File: config.mk
export PLATFORM = sky130hd
export DESIGN_NAME = circular_queue_with_walk
export DESIGN_NICKNAME = d
export VERILOG_FILES = /design/src/rtl/core/cqw_pkg.sv /design/src/rtl/core/cqw_ram.sv /design/src/rtl/core/cqw_ctrl.sv /design/src/rtl/core/cqw_dp.sv /design/src/rtl/core/circular_queue_with_walk.sv
export SDC_FILE = /design/constraint.sdc
export NUM_CORES = 2
export LEC_CHECK = 0
export ABC_AREA = 0
export BUFFER_PORTS_ARGS = -buffer_cell sky130_fd_sc_hd__buf_2
export CORE_AREA = 2 2 416 418
export CTS_BUF_LIST = sky130_fd_sc_hd__clkbuf_16
export CTS_CLUSTER_SIZE = 14
export DETAILED_ROUTE_END_ITERATION = 10
export DIE_AREA = 0 0 418 420
export PLACE_DENSITY = 0.74
export SYNTH_ARGS = -nofsm -noshare
export SYNTH_HDL_FRONTEND = slang
export SYNTH_SLANG_ARGS = --single-unit
export TNS_END_PERCENT = 50
File: constraint.sdc
create_clock -name clk -period 10.4 [get_ports clk]
set_input_delay 1.04 -clock clk [delete_from_list [all_inputs] [get_ports clk]]
set_output_delay 1.04 -clock clk [all_outputs]
set_load 0.02 [all_outputs]
File: src/rtl/core/cqw_pkg.sv
package cqw_pkg;

	localparam int CAP_W = 7;
	localparam int DATA_W = 32;
	localparam logic [CAP_W-1:0] CAP_RESET = 7'd64;

	typedef enum logic [1:0] {
		KIND_ENQ  = 2'd0,
		KIND_DEQ  = 2'd1,
		KIND_PEEK = 2'd2,
		KIND_SHOW = 2'd3
	} kind_t;

	typedef enum logic [1:0] {
		ST_OK    = 2'd0,
		ST_FULL  = 2'd1,
		ST_EMPTY = 2'd2
	} status_t;

	typedef enum logic [1:0] {
		S_IDLE,
		S_READ,
		S_SEND
	} state_t;

	typedef struct packed {
		logic    enq;
		logic    set_status;
		status_t status;
		logic    start;
		logic    capture;
		logic    cap_last;
		logic    pop;
		logic    step;
	} cmd_t;

	typedef struct packed {
		logic full;
		logic empty;
		logic final_word;
		logic out_last;
	} sts_t;

endpackage

File: src/rtl/core/cqw_ram.sv
module cqw_ram #(
	parameter int WIDTH = 32,
	parameter int DEPTH = 64
) (
	input  logic                     clk,
	input  logic                     we,
	input  logic [$clog2(DEPTH)-1:0] waddr,
	input  logic [WIDTH-1:0]         wdata,
	input  logic                     re,
	input  logic [$clog2(DEPTH)-1:0] raddr,
	output logic [WIDTH-1:0]         rdata
);

	logic [WIDTH-1:0] mem_q [DEPTH];

	always_ff @(posedge clk) begin
		if (we) begin
			mem_q[waddr] <= wdata;
		end
		if (re) begin
			rdata <= mem_q[raddr];
		end
	end

endmodule

File: src/rtl/core/cqw_ctrl.sv
module cqw_ctrl (
	input  logic           clk,
	input  logic           arst_n,
	input  logic           s_tvalid,
	output logic           s_tready,
	input  logic [1:0]     s_tuser,
	output logic           m_tvalid,
	input  logic           m_tready,
	input  cqw_pkg::sts_t  sts,
	output cqw_pkg::cmd_t  cmd
);

	cqw_pkg::state_t state_q, state_d;
	cqw_pkg::kind_t  kind_q, kind_d, kind_in;

	assign kind_in = cqw_pkg::kind_t'(s_tuser);

	always_ff @(posedge clk or negedge arst_n) begin
		if (!arst_n) begin
			state_q <= cqw_pkg::S_IDLE;
			kind_q  <= cqw_pkg::KIND_ENQ;
		end else begin
			state_q <= state_d;
			kind_q  <= kind_d;
		end
	end

	always_comb begin
		state_d  = state_q;
		kind_d   = kind_q;
		cmd      = '0;
		s_tready = 1'b0;
		m_tvalid = 1'b0;
		case (state_q)
			cqw_pkg::S_IDLE: begin
				s_tready = 1'b1;
				if (s_tvalid) begin
					kind_d = kind_in;
					if (kind_in == cqw_pkg::KIND_ENQ) begin
						cmd.set_status = 1'b1;
						if (sts.full) begin
							cmd.status = cqw_pkg::ST_FULL;
						end else begin
							cmd.status = cqw_pkg::ST_OK;
							cmd.enq    = 1'b1;
						end
						state_d = cqw_pkg::S_SEND;
					end else if (sts.empty) begin
						cmd.set_status = 1'b1;
						cmd.status     = cqw_pkg::ST_EMPTY;
						state_d        = cqw_pkg::S_SEND;
					end else begin
						cmd.start = 1'b1;
						state_d   = cqw_pkg::S_READ;
					end
				end
			end
			cqw_pkg::S_READ: begin
				cmd.capture  = 1'b1;
				cmd.cap_last = (kind_q != cqw_pkg::KIND_SHOW) || sts.final_word;
				cmd.pop      = (kind_q == cqw_pkg::KIND_DEQ);
				state_d      = cqw_pkg::S_SEND;
			end
			cqw_pkg::S_SEND: begin
				m_tvalid = 1'b1;
				if (m_tready) begin
					if (sts.out_last) begin
						state_d = cqw_pkg::S_IDLE;
					end else begin
						cmd.step = 1'b1;
						state_d  = cqw_pkg::S_READ;
					end
				end
			end
			default: begin
				state_d = cqw_pkg::S_IDLE;
			end
		endcase
	end

	a_pop_only_on_deq: assert property (@(posedge clk) disable iff (!arst_n)
		cmd.pop |-> (kind_q == cqw_pkg::KIND_DEQ))
		else $error("pop outside dequeue");

endmodule

File: src/rtl/core/cqw_dp.sv
module cqw_dp #(
	parameter int DEPTH = 64
) (
	input  logic                           clk,
	input  logic                           arst_n,
	input  logic [cqw_pkg::DATA_W-1:0]     s_tdata,
	input  logic                           cfg_wen,
	input  logic [cqw_pkg::CAP_W-1:0]      cfg_wdata,
	input  cqw_pkg::cmd_t                  cmd,
	output cqw_pkg::sts_t                  sts,
	output logic [cqw_pkg::DATA_W-1:0]     m_tdata,
	output logic [1:0]                     m_tuser,
	output logic                           m_tlast
);

	localparam int PW = $clog2(DEPTH);
	localparam int FW = $clog2(DEPTH + 1);
	localparam logic [cqw_pkg::CAP_W-1:0] DEPTH_C = cqw_pkg::CAP_W'(DEPTH);

	logic [cqw_pkg::CAP_W-1:0]  cap_q, eff_cap;
	logic [PW-1:0]              rptr_q, wptr_q, walk_q, walk_next, raddr;
	logic [FW-1:0]              fill_q, rem_q;
	logic [cqw_pkg::DATA_W-1:0] rdata, out_data_q;
	cqw_pkg::status_t           out_status_q;
	logic                       out_last_q;

	function automatic logic [PW-1:0] advance(input logic [PW-1:0] pos,
		input logic [cqw_pkg::CAP_W-1:0] cap);
		logic [cqw_pkg::CAP_W-1:0] n;
		n = cqw_pkg::CAP_W'(pos) + cqw_pkg::CAP_W'(1);
		if (n >= cap) begin
			return '0;
		end
		return n[PW-1:0];
	endfunction

	always_comb begin
		if (cap_q == '0) begin
			eff_cap = cqw_pkg::CAP_W'(1);
		end else if (cap_q > DEPTH_C) begin
			eff_cap = DEPTH_C;
		end else begin
			eff_cap = cap_q;
		end
	end

	assign walk_next = advance(walk_q, eff_cap);
	assign raddr     = cmd.start ? rptr_q : walk_next;

	cqw_ram #(
		.WIDTH(cqw_pkg::DATA_W),
		.DEPTH(DEPTH)
	) u_ram (
		.clk  (clk),
		.we   (cmd.enq),
		.waddr(wptr_q),
		.wdata(s_tdata),
		.re   (cmd.start | cmd.step),
		.raddr(raddr),
		.rdata(rdata)
	);

	always_ff @(posedge clk or negedge arst_n) begin
		if (!arst_n) begin
			cap_q      <= cqw_pkg::CAP_RESET;
			rptr_q     <= '0;
			wptr_q     <= '0;
			fill_q     <= '0;
			walk_q     <= '0;
			rem_q      <= '0;
			out_last_q <= 1'b0;
		end else begin
			if (cfg_wen) begin
				cap_q <= cfg_wdata;
			end
			if (cmd.enq) begin
				wptr_q <= advance(wptr_q, eff_cap);
				fill_q <= fill_q + FW'(1);
			end
			if (cmd.pop) begin
				rptr_q <= advance(rptr_q, eff_cap);
				fill_q <= fill_q - FW'(1);
			end
			if (cmd.start) begin
				walk_q <= rptr_q;
				rem_q  <= fill_q;
			end
			if (cmd.step) begin
				walk_q <= walk_next;
				rem_q  <= rem_q - FW'(1);
			end
			if (cmd.set_status) begin
				out_last_q <= 1'b1;
			end
			if (cmd.capture) begin
				out_last_q <= cmd.cap_last;
			end
		end
	end

	always_ff @(posedge clk) begin
		if (cmd.set_status) begin
			out_status_q <= cmd.status;
			out_data_q   <= '0;
		end
		if (cmd.capture) begin
			out_status_q <= cqw_pkg::ST_OK;
			out_data_q   <= rdata;
		end
	end

	assign sts.full       = cqw_pkg::CAP_W'(fill_q) >= eff_cap;
	assign sts.empty      = (fill_q == '0);
	assign sts.final_word = (rem_q == FW'(1));
	assign sts.out_last   = out_last_q;

	assign m_tdata = out_data_q;
	assign m_tuser = out_status_q;
	assign m_tlast = out_last_q;

	a_fill_bound: assert property (@(posedge clk) disable iff (!arst_n)
		cqw_pkg::CAP_W'(fill_q) <= DEPTH_C)
		else $error("fill count above depth");

	a_no_enq_full: assert property (@(posedge clk) disable iff (!arst_n)
		cmd.enq |-> !sts.full)
		else $error("write into full queue");

	a_no_pop_empty: assert property (@(posedge clk) disable iff (!arst_n)
		cmd.pop |-> !sts.empty)
		else $error("pop from empty queue");

	a_step_has_words: assert property (@(posedge clk) disable iff (!arst_n)
		cmd.step |-> (rem_q > FW'(1)))
		else $error("walk past last stored word");

endmodule

File: src/rtl/core/circular_queue_with_walk.sv
// Enqueue, full and empty results: m_tvalid rises in the cycle after the input transaction.
// Dequeue and peek: the transaction starts a RAM read, READ captures the word, and SEND raises m_tvalid.
// Display: after each word is taken, the next word is read from RAM, captured in READ and offered in SEND.
// A new input transaction is taken the cycle after the final result is taken.
// Reset clears positions and fill count and sets capacity to 64; storage is not cleared.
module circular_queue_with_walk #(
	parameter int DEPTH = 64
) (
	input  logic        clk,
	input  logic        arst_n,
	input  logic        s_tvalid,
	output logic        s_tready,
	input  logic [31:0] s_tdata,   // data_in
	input  logic [1:0]  s_tuser,   // kind
	output logic        m_tvalid,
	input  logic        m_tready,
	output logic [31:0] m_tdata,   // data_out
	output logic [1:0]  m_tuser,   // status
	output logic        m_tlast,
	input  logic        cfg_wen,
	input  logic [6:0]  cfg_wdata  // queue_capacity
);

	cqw_pkg::cmd_t cmd;
	cqw_pkg::sts_t sts;

	cqw_ctrl u_ctrl (
		.clk     (clk),
		.arst_n  (arst_n),
		.s_tvalid(s_tvalid),
		.s_tready(s_tready),
		.s_tuser (s_tuser),
		.m_tvalid(m_tvalid),
		.m_tready(m_tready),
		.sts     (sts),
		.cmd     (cmd)
	);

	cqw_dp #(
		.DEPTH(DEPTH)
	) u_dp (
		.clk      (clk),
		.arst_n   (arst_n),
		.s_tdata  (s_tdata),
		.cfg_wen  (cfg_wen),
		.cfg_wdata(cfg_wdata),
		.cmd      (cmd),
		.sts      (sts),
		.m_tdata  (m_tdata),
		.m_tuser  (m_tuser),
		.m_tlast  (m_tlast)
	);

endmodule

After elaboration in Yosys (flattened, before gate mapping) --
Memories as Yosys holds them, arrays and structs flattened. A register that Yosys moved wholly into a read port is not among the register bits. Index checks and enable logic that the tools add are counted.
Cells by class: $add $sub $neg 6, order comparisons 5, equality and inequality tests 7, multiplexer cells 47, bitwise operators 1, reduce and logical (&&, ||, !) cells 10
Operator list (count):
- $mux W32 | 2
- $mux W6 | 9
- $mux W7 | 6
- $ge A7 B7 Y1 | 4
- $add A6 B1 Y7 const B | 3
- $mux W1 | 20
- $logic_not A7 Y1 | 2
- $sub A7 B1 Y7 const B | 2
- $mux W5 | 2
- $mux W3 | 3
- $mux W2 | 4
- $add A7 B1 Y7 const B | 1
- $eq A7 B1 Y1 const B | 1
- $gt A7 B7 Y1 const B | 1
- $ne A2 B2 Y1 const B | 3
- $pmux W2 S3 | 1
- $reduce_bool A2 Y1 | 3
- $eq A2 B1 Y1 const B | 2
- $logic_not A2 Y1 | 2
- $reduce_and A2 Y1 | 2
- $eq A2 B2 Y1 const B | 1
- $logic_or A1 B1 Y1 | 1
- $or A1 B1 Y1 | 1
Word-level totals: register bits after elaboration 78, RAM bits 2048, bits of input ports 46, word-level logic and storage cells 88, memories kept 1
Memory list:
- u_dp.u_ram.mem_q | depth 64, width 32, read ports 1, clocked after memory_dff 1, wr ports 1, RTL line cqw_ram.sv:14 | logic [WIDTH-1:0] mem_q [DEPTH];

Longest topological paths before layout --
depth in word-level cells 10, mapped depth 19

Modules after synthesis --
From an unflattened synthesis, not the netlist that was laid out.
Second synthesis, totals: cells, all modules 3737, area total of the unflattened synthesis 83298.6 um2
By module, submodules not included:
- cqw_ram | times used 1, cells each 3324, area an instance 78835.6 um2, seq. area each 62459.9 um2
- cqw_dp | times used 1, cells each 385, area an instance 4181.5 um2, seq. area each 2003.2 um2
- cqw_ctrl | times used 1, cells each 28, area an instance 281.5 um2, seq. area each 100.1 um2

Least setup slack after synthesis --
Ideal clock, no wire load.
path type register to register, start point register u_dp.cap_q[1] in the netlist's numbering, end point memory u_dp.u_ram.mem_q[46][0] (enable), arrival time 5.758 ns, data required time 9.898 ns, slack 4.140 ns, stages on the path, launching flop included 15, path buffers 2, clock period less this slack 6.260 ns, cell sequence dfrtp_1 -> nor3_1 -> a21oi_1 -> nor2_1 -> ha_1 -> nand2b_1 -> a21o_1 -> a21o_1 -> a21o_1 -> a21o_1 -> a21oi_1 -> o2111ai_1 -> clkbuf_1 -> clkbuf_1 -> nor4_1
Between the ends: cells in the longest elaborated chain, start to end 10
Ends and longest elaborated chain:
- from (decl) | RTL line cqw_dp.sv:20 | logic [cqw_pkg::CAP_W-1:0] cap_q, eff_cap;
- from (signal assigned) | RTL line cqw_dp.sv:65 | cap_q <= cqw_pkg::CAP_RESET;
- from (signal assigned) | RTL line cqw_dp.sv:74 | cap_q <= cfg_wdata;
- $gt A7 B7 Y1 | RTL line cqw_dp.sv:40 | end else if (cap_q > DEPTH_C) begin
- $mux W7 | RTL line cqw_dp.sv:40
- $mux W7 * | RTL line cqw_dp.sv:38 | if (cap_q == '0) begin
- $ge A7 B7 Y1 * | RTL line cqw_dp.sv:112 | assign sts.full = cqw_pkg::CAP_W'(fill_q) >= eff_cap;
- $mux W1 * | RTL line cqw_ctrl.sv:41 | if (sts.full) begin
- $mux W1 * | RTL line cqw_ctrl.sv:39 | if (kind_in == cqw_pkg::KIND_ENQ) begin
- $mux W5 * | RTL line cqw_ctrl.sv:37 | if (s_tvalid) begin
- $mux W5 * | RTL line cqw_ctrl.sv:34 | case (state_q)
- $mux W1 * | RTL line cqw_ram.sv:17 | if (we) begin
- $mux W1 (implied by the code) * | RTL line cqw_ram.sv:18 | mem_q[waddr] <= wdata;
- to (decl) | RTL line cqw_ram.sv:14
Every way passes the cells marked *; elsewhere a longest branch is shown, timed or not.

Worst setup path in the final report --
start point register u_dp.walk_q[0], end point register u_dp.u_ram.rdata[10], read port of u_dp.u_ram.mem_q, data pin
Between the ends: cells in the longest elaborated chain, start to end 5
Ends and longest elaborated chain:
- from (decl) | RTL line cqw_dp.sv:21 | logic [PW-1:0] rptr_q, wptr_q, walk_q, walk_next, raddr;
- from (signal assigned) | RTL line cqw_dp.sv:85 | walk_q <= rptr_q;
- from (signal assigned) | RTL line cqw_dp.sv:89 | walk_q <= walk_next;
- $add A6 B1 Y7 * | RTL line cqw_dp.sv:30 | n = cqw_pkg::CAP_W'(pos) + cqw_pkg::CAP_W'(1);
- $ge A7 B7 Y1 | RTL line cqw_dp.sv:31 | if (n >= cap) begin
- $mux W1 | RTL line cqw_dp.sv:31
- $mux W6 * | RTL line cqw_dp.sv:34 | return n[PW-1:0];
- $mux W6 * | RTL line cqw_dp.sv:48 | assign raddr = cmd.start ? rptr_q : walk_next;
- to (decl) | RTL line cqw_ram.sv:11 | output logic [WIDTH-1:0] rdata
Marks and branches as above. A chain may end at the register's enable or synchronous reset.

==> impl_metrics.env <==
export IMPL_gr_total_overflow=0
export IMPL_area_delta_synth_final_pct=10.85
export IMPL_wl_per_cell_um=29.20
export IMPL_ys_seq_area_share_pct=75.83
export IMPL_outcome="complete, no violations"
export IMPL_clockBufferDepth=3
export IMPL_holdBufCountCts=0
export IMPL_yosys_area_top_type_share_pct=74.49
export IMPL_path_clk_slew_ns=0.06
export IMPL_worst_r2r_setup_slack_ns=3.87
export IMPL_arrival_ns=7.05
export IMPL_regToRegStartpoint="u_dp.walk_q[0]"
export IMPL_yosys_warnings=0
export IMPL_portBuffers=82
export IMPL_rsz0062_at_grt="false"
export IMPL_synth_distinct_cells=68
export IMPL_die_area_um2=175600
export IMPL_grt_total_usage_pct=27.97
export IMPL_cts_root_buf="clkbuf_16"
export IMPL_powerDensity_nw_per_um2=267.4
export IMPL_tightest_slew_ns=1.332
export IMPL_cp_end_kind="register"
export IMPL_fin_crit_sh_pct=62.81
export IMPL_finalHoldViolCount=0
export IMPL_cts_tree="done"
export IMPL_grt_pass1_vias=52030
export IMPL_power_mw=25.24
export IMPL_antenna_found_initial=35
export IMPL_core_um2=171000
export IMPL_min_period_ns=6.532
export IMPL_yosys_most_used_dff="edfxtp_1"
export IMPL_relSlewSlack_pct=11.18
export IMPL_dr_first_iter_drc_count=8925
export IMPL_skew_ns=0.02857
export IMPL_worstSetupStartpoint="u_dp.walk_q[0]"
export IMPL_synth_area_um2=85140
export IMPL_cp_endpoint="u_dp.u_ram.rdata[10]"
export IMPL_drc_errors=0
export IMPL_synth_seq_cells=2158
export IMPL_clkSinkCount=2158
export IMPL_row_count=152
export IMPL_grt_max_degree=181
export IMPL_fillers=13120
export IMPL_hold_class="primary input to asynchronous set/reset pin"
export IMPL_rr_worst_depth=14
export IMPL_io_pins=83
export IMPL_setup_worst_path_start_class="register"
export IMPL_max_cap_violations=0
export IMPL_pwr_share_seq_pct=39.9
export IMPL_cts_htree_levels=4
export IMPL_setup_violations=0
export IMPL_leakage_nw=31.34
export IMPL_switchingPower_mw=9.294
export IMPL_netlist_instances=6110
export IMPL_ant_nets=0
export IMPL_combPwrFrac_pct=32.4
export IMPL_crit_required_ns=10.92
export IMPL_layout_drive_gt1_share_pct=9.422
export IMPL_syn_num_nets=6195
export IMPL_nets=6203
export IMPL_r2r_end="u_dp.u_ram.rdata[10]"
export IMPL_placed_cells=8146
export IMPL_vias=55240
export IMPL_dr_pass1_iters=6
export IMPL_cts_resized=0
export IMPL_fp_dieH_um=420
export IMPL_start_util_pct=49.80
export IMPL_clockPowerShare_pct=27.7
export IMPL_synth_most_common_cell="edfxtp_1"
export IMPL_finalSetupTns_ns=0
export IMPL_clock_latency_ns=0.85
export IMPL_synth_avg_cell_area_um2=13.93
export IMPL_die_w_um=418
export IMPL_ys_top_cells_by_count="edfxtp_1, nand2_1, a21oi_1"
export IMPL_worstSetupPathType="register to register"
export IMPL_fin_cells=8532
export IMPL_async_flop_share_pct=2.039
export IMPL_routed_wl_um=249200
export IMPL_gp_congestion=0.8979
export IMPL_drv_slew=0
export IMPL_synth_edff_count=2112
export IMPL_fin_util_pct=55.20
export IMPL_vias_per_cell=6.474
export IMPL_synthTopCellsByArea="edfxtp_1, nand2_1, a21oi_1"
export IMPL_grt_pass1_wl_um=357200
export IMPL_dp_hpwl_um=131900
export IMPL_cp_max_fo=72
export IMPL_yosysTopAreaCell="edfxtp_1"
export IMPL_cts_buffers=203
export IMPL_swShare_pct=36.82
export IMPL_p_int_mw=15.95
export IMPL_post_cts_setup_buffers=0
export IMPL_fmax_mhz=153.1
export IMPL_vdd_drop_max_mv=0.3637
[worst min path at each step]
stage,slack [ns],depth (start not counted),end
finish,0.40,1,u_ctrl.kind_q[0]
global route,0.42,2,u_dp.cap_q[5]
CTS,0.38,2,u_ctrl.state_q[1]
detailed placement,0.46,1,u_dp.m_tuser[0]
global placement,0.45,1,u_dp.m_tuser[0]
floorplan,0.46,2,u_ctrl.kind_q[1]
[power by group through the flow]
| stage | Clock [mW] | Sequential (mW) | Combinational [mW] |
|---|---|---|---|
| global route | 7.35 | 10.1 | 8.72 |
| CTS | 7.02 | 10.0 | 7.97 |
| global placement | 0 | 10.2 | 7.73 |
| detailed placement | 0 | 10.2 | 7.91 |
| floorplan | 0 | 10.1 | 5.61 |
| finish | 7.00 | 10.1 | 8.18 |
[critical path: stages (launching register included)]
cell	delay [ns]
dfrtp_1	0.49
ha_1	0.31
xnor2_1	0.51
inv_1	0.29
ha_1	0.36
a21oi_1	0.17
o21ai_0	0.17
a211oi_2	0.72
a22o_4	0.48
buf_12	0.50
buf_4	0.70
a31oi_1	0.12
and3_1	0.24
a2111oi_1	0.99
a211oi_1	0.10
[per-stage QoR]
step,hold WS (ns),setup slack (ns),area (um2)
after floorplan,0.4586,4.140,85140
after global placement,0.4507,3.870,88120
after detailed placement,0.4630,4.175,88120
after CTS,0.3802,4.133,94340
after global routing,0.4204,3.680,94340
final,0.4013,3.868,94380
[routing by layer]
layer	up-vias	routed length (um)	GRT usage (%)
li1	22990	-	-
met1	27210	88950	37.76
met2	4309	113800	43.36
met3	704	34840	7.023
met4	20	11460	11.86
met5	-	122	0
[placed cells by master (no fill, tap or decap), types with 52 or more instances in the layout]
| cell type | n |
|---|---|
| mux2i_1 | 98 |
| clkbuf_16 | 210 |
| a32oi_1 | 119 |
| a21oi_1 | 488 |
| edfxtp_1 | 2112 |
| inv_1 | 76 |
| buf_2 | 82 |
| clkinv_1 | 52 |
| nor2_4 | 59 |
| nand3_1 | 397 |
| nor2_1 | 87 |
| a22oi_1 | 90 |
| nand2_1 | 1504 |
| buf_4 | 118 |
| a31oi_1 | 197 |
[flip-flops by register name, summed over array words and instances, names as in the netlist]
signal            flops
u_ctrl.kind_q         2
u_ctrl.state_q        2
u_dp.cap_q            7
u_dp.fill_q           7
u_dp.m_tdata         32
u_dp.m_tlast          1
u_dp.m_tuser          2
u_dp.rem_q            7
u_dp.rptr_q           6
u_dp.u_ram.mem_q   2048
u_dp.u_ram.rdata     32
u_dp.walk_q           6
u_dp.wptr_q           6
[cells by family after synthesis]
group / after synthesis / share of synthesized area [%]
flip-flops: 2158 / 75.83
adder cells (fa/ha/maj): 39 / 0.5820
AND/OR/NAND/NOR: 2189 / 10.73
AO/OA/AOI/OAI: 1161 / 8.860
buffers and inverters: 437 / 2.529
XOR/XNOR: 18 / 0.1852
multiplexers: 108 / 1.284
[area by class of cell]
type	instances	area [um2]	area share, %
antenna	16	40.04	0.04242
clock buffer	210	5255	5.568
clock inverter	160	965.9	1.023
inverter	25	93.84	0.09943
multi-input combinational	3515	19070	20.21
sequential	2158	64560	68.41
tap	2233	2794	2.960
timing repair buffer	215	1597	1.692
(Power assumes the default switching activity.)
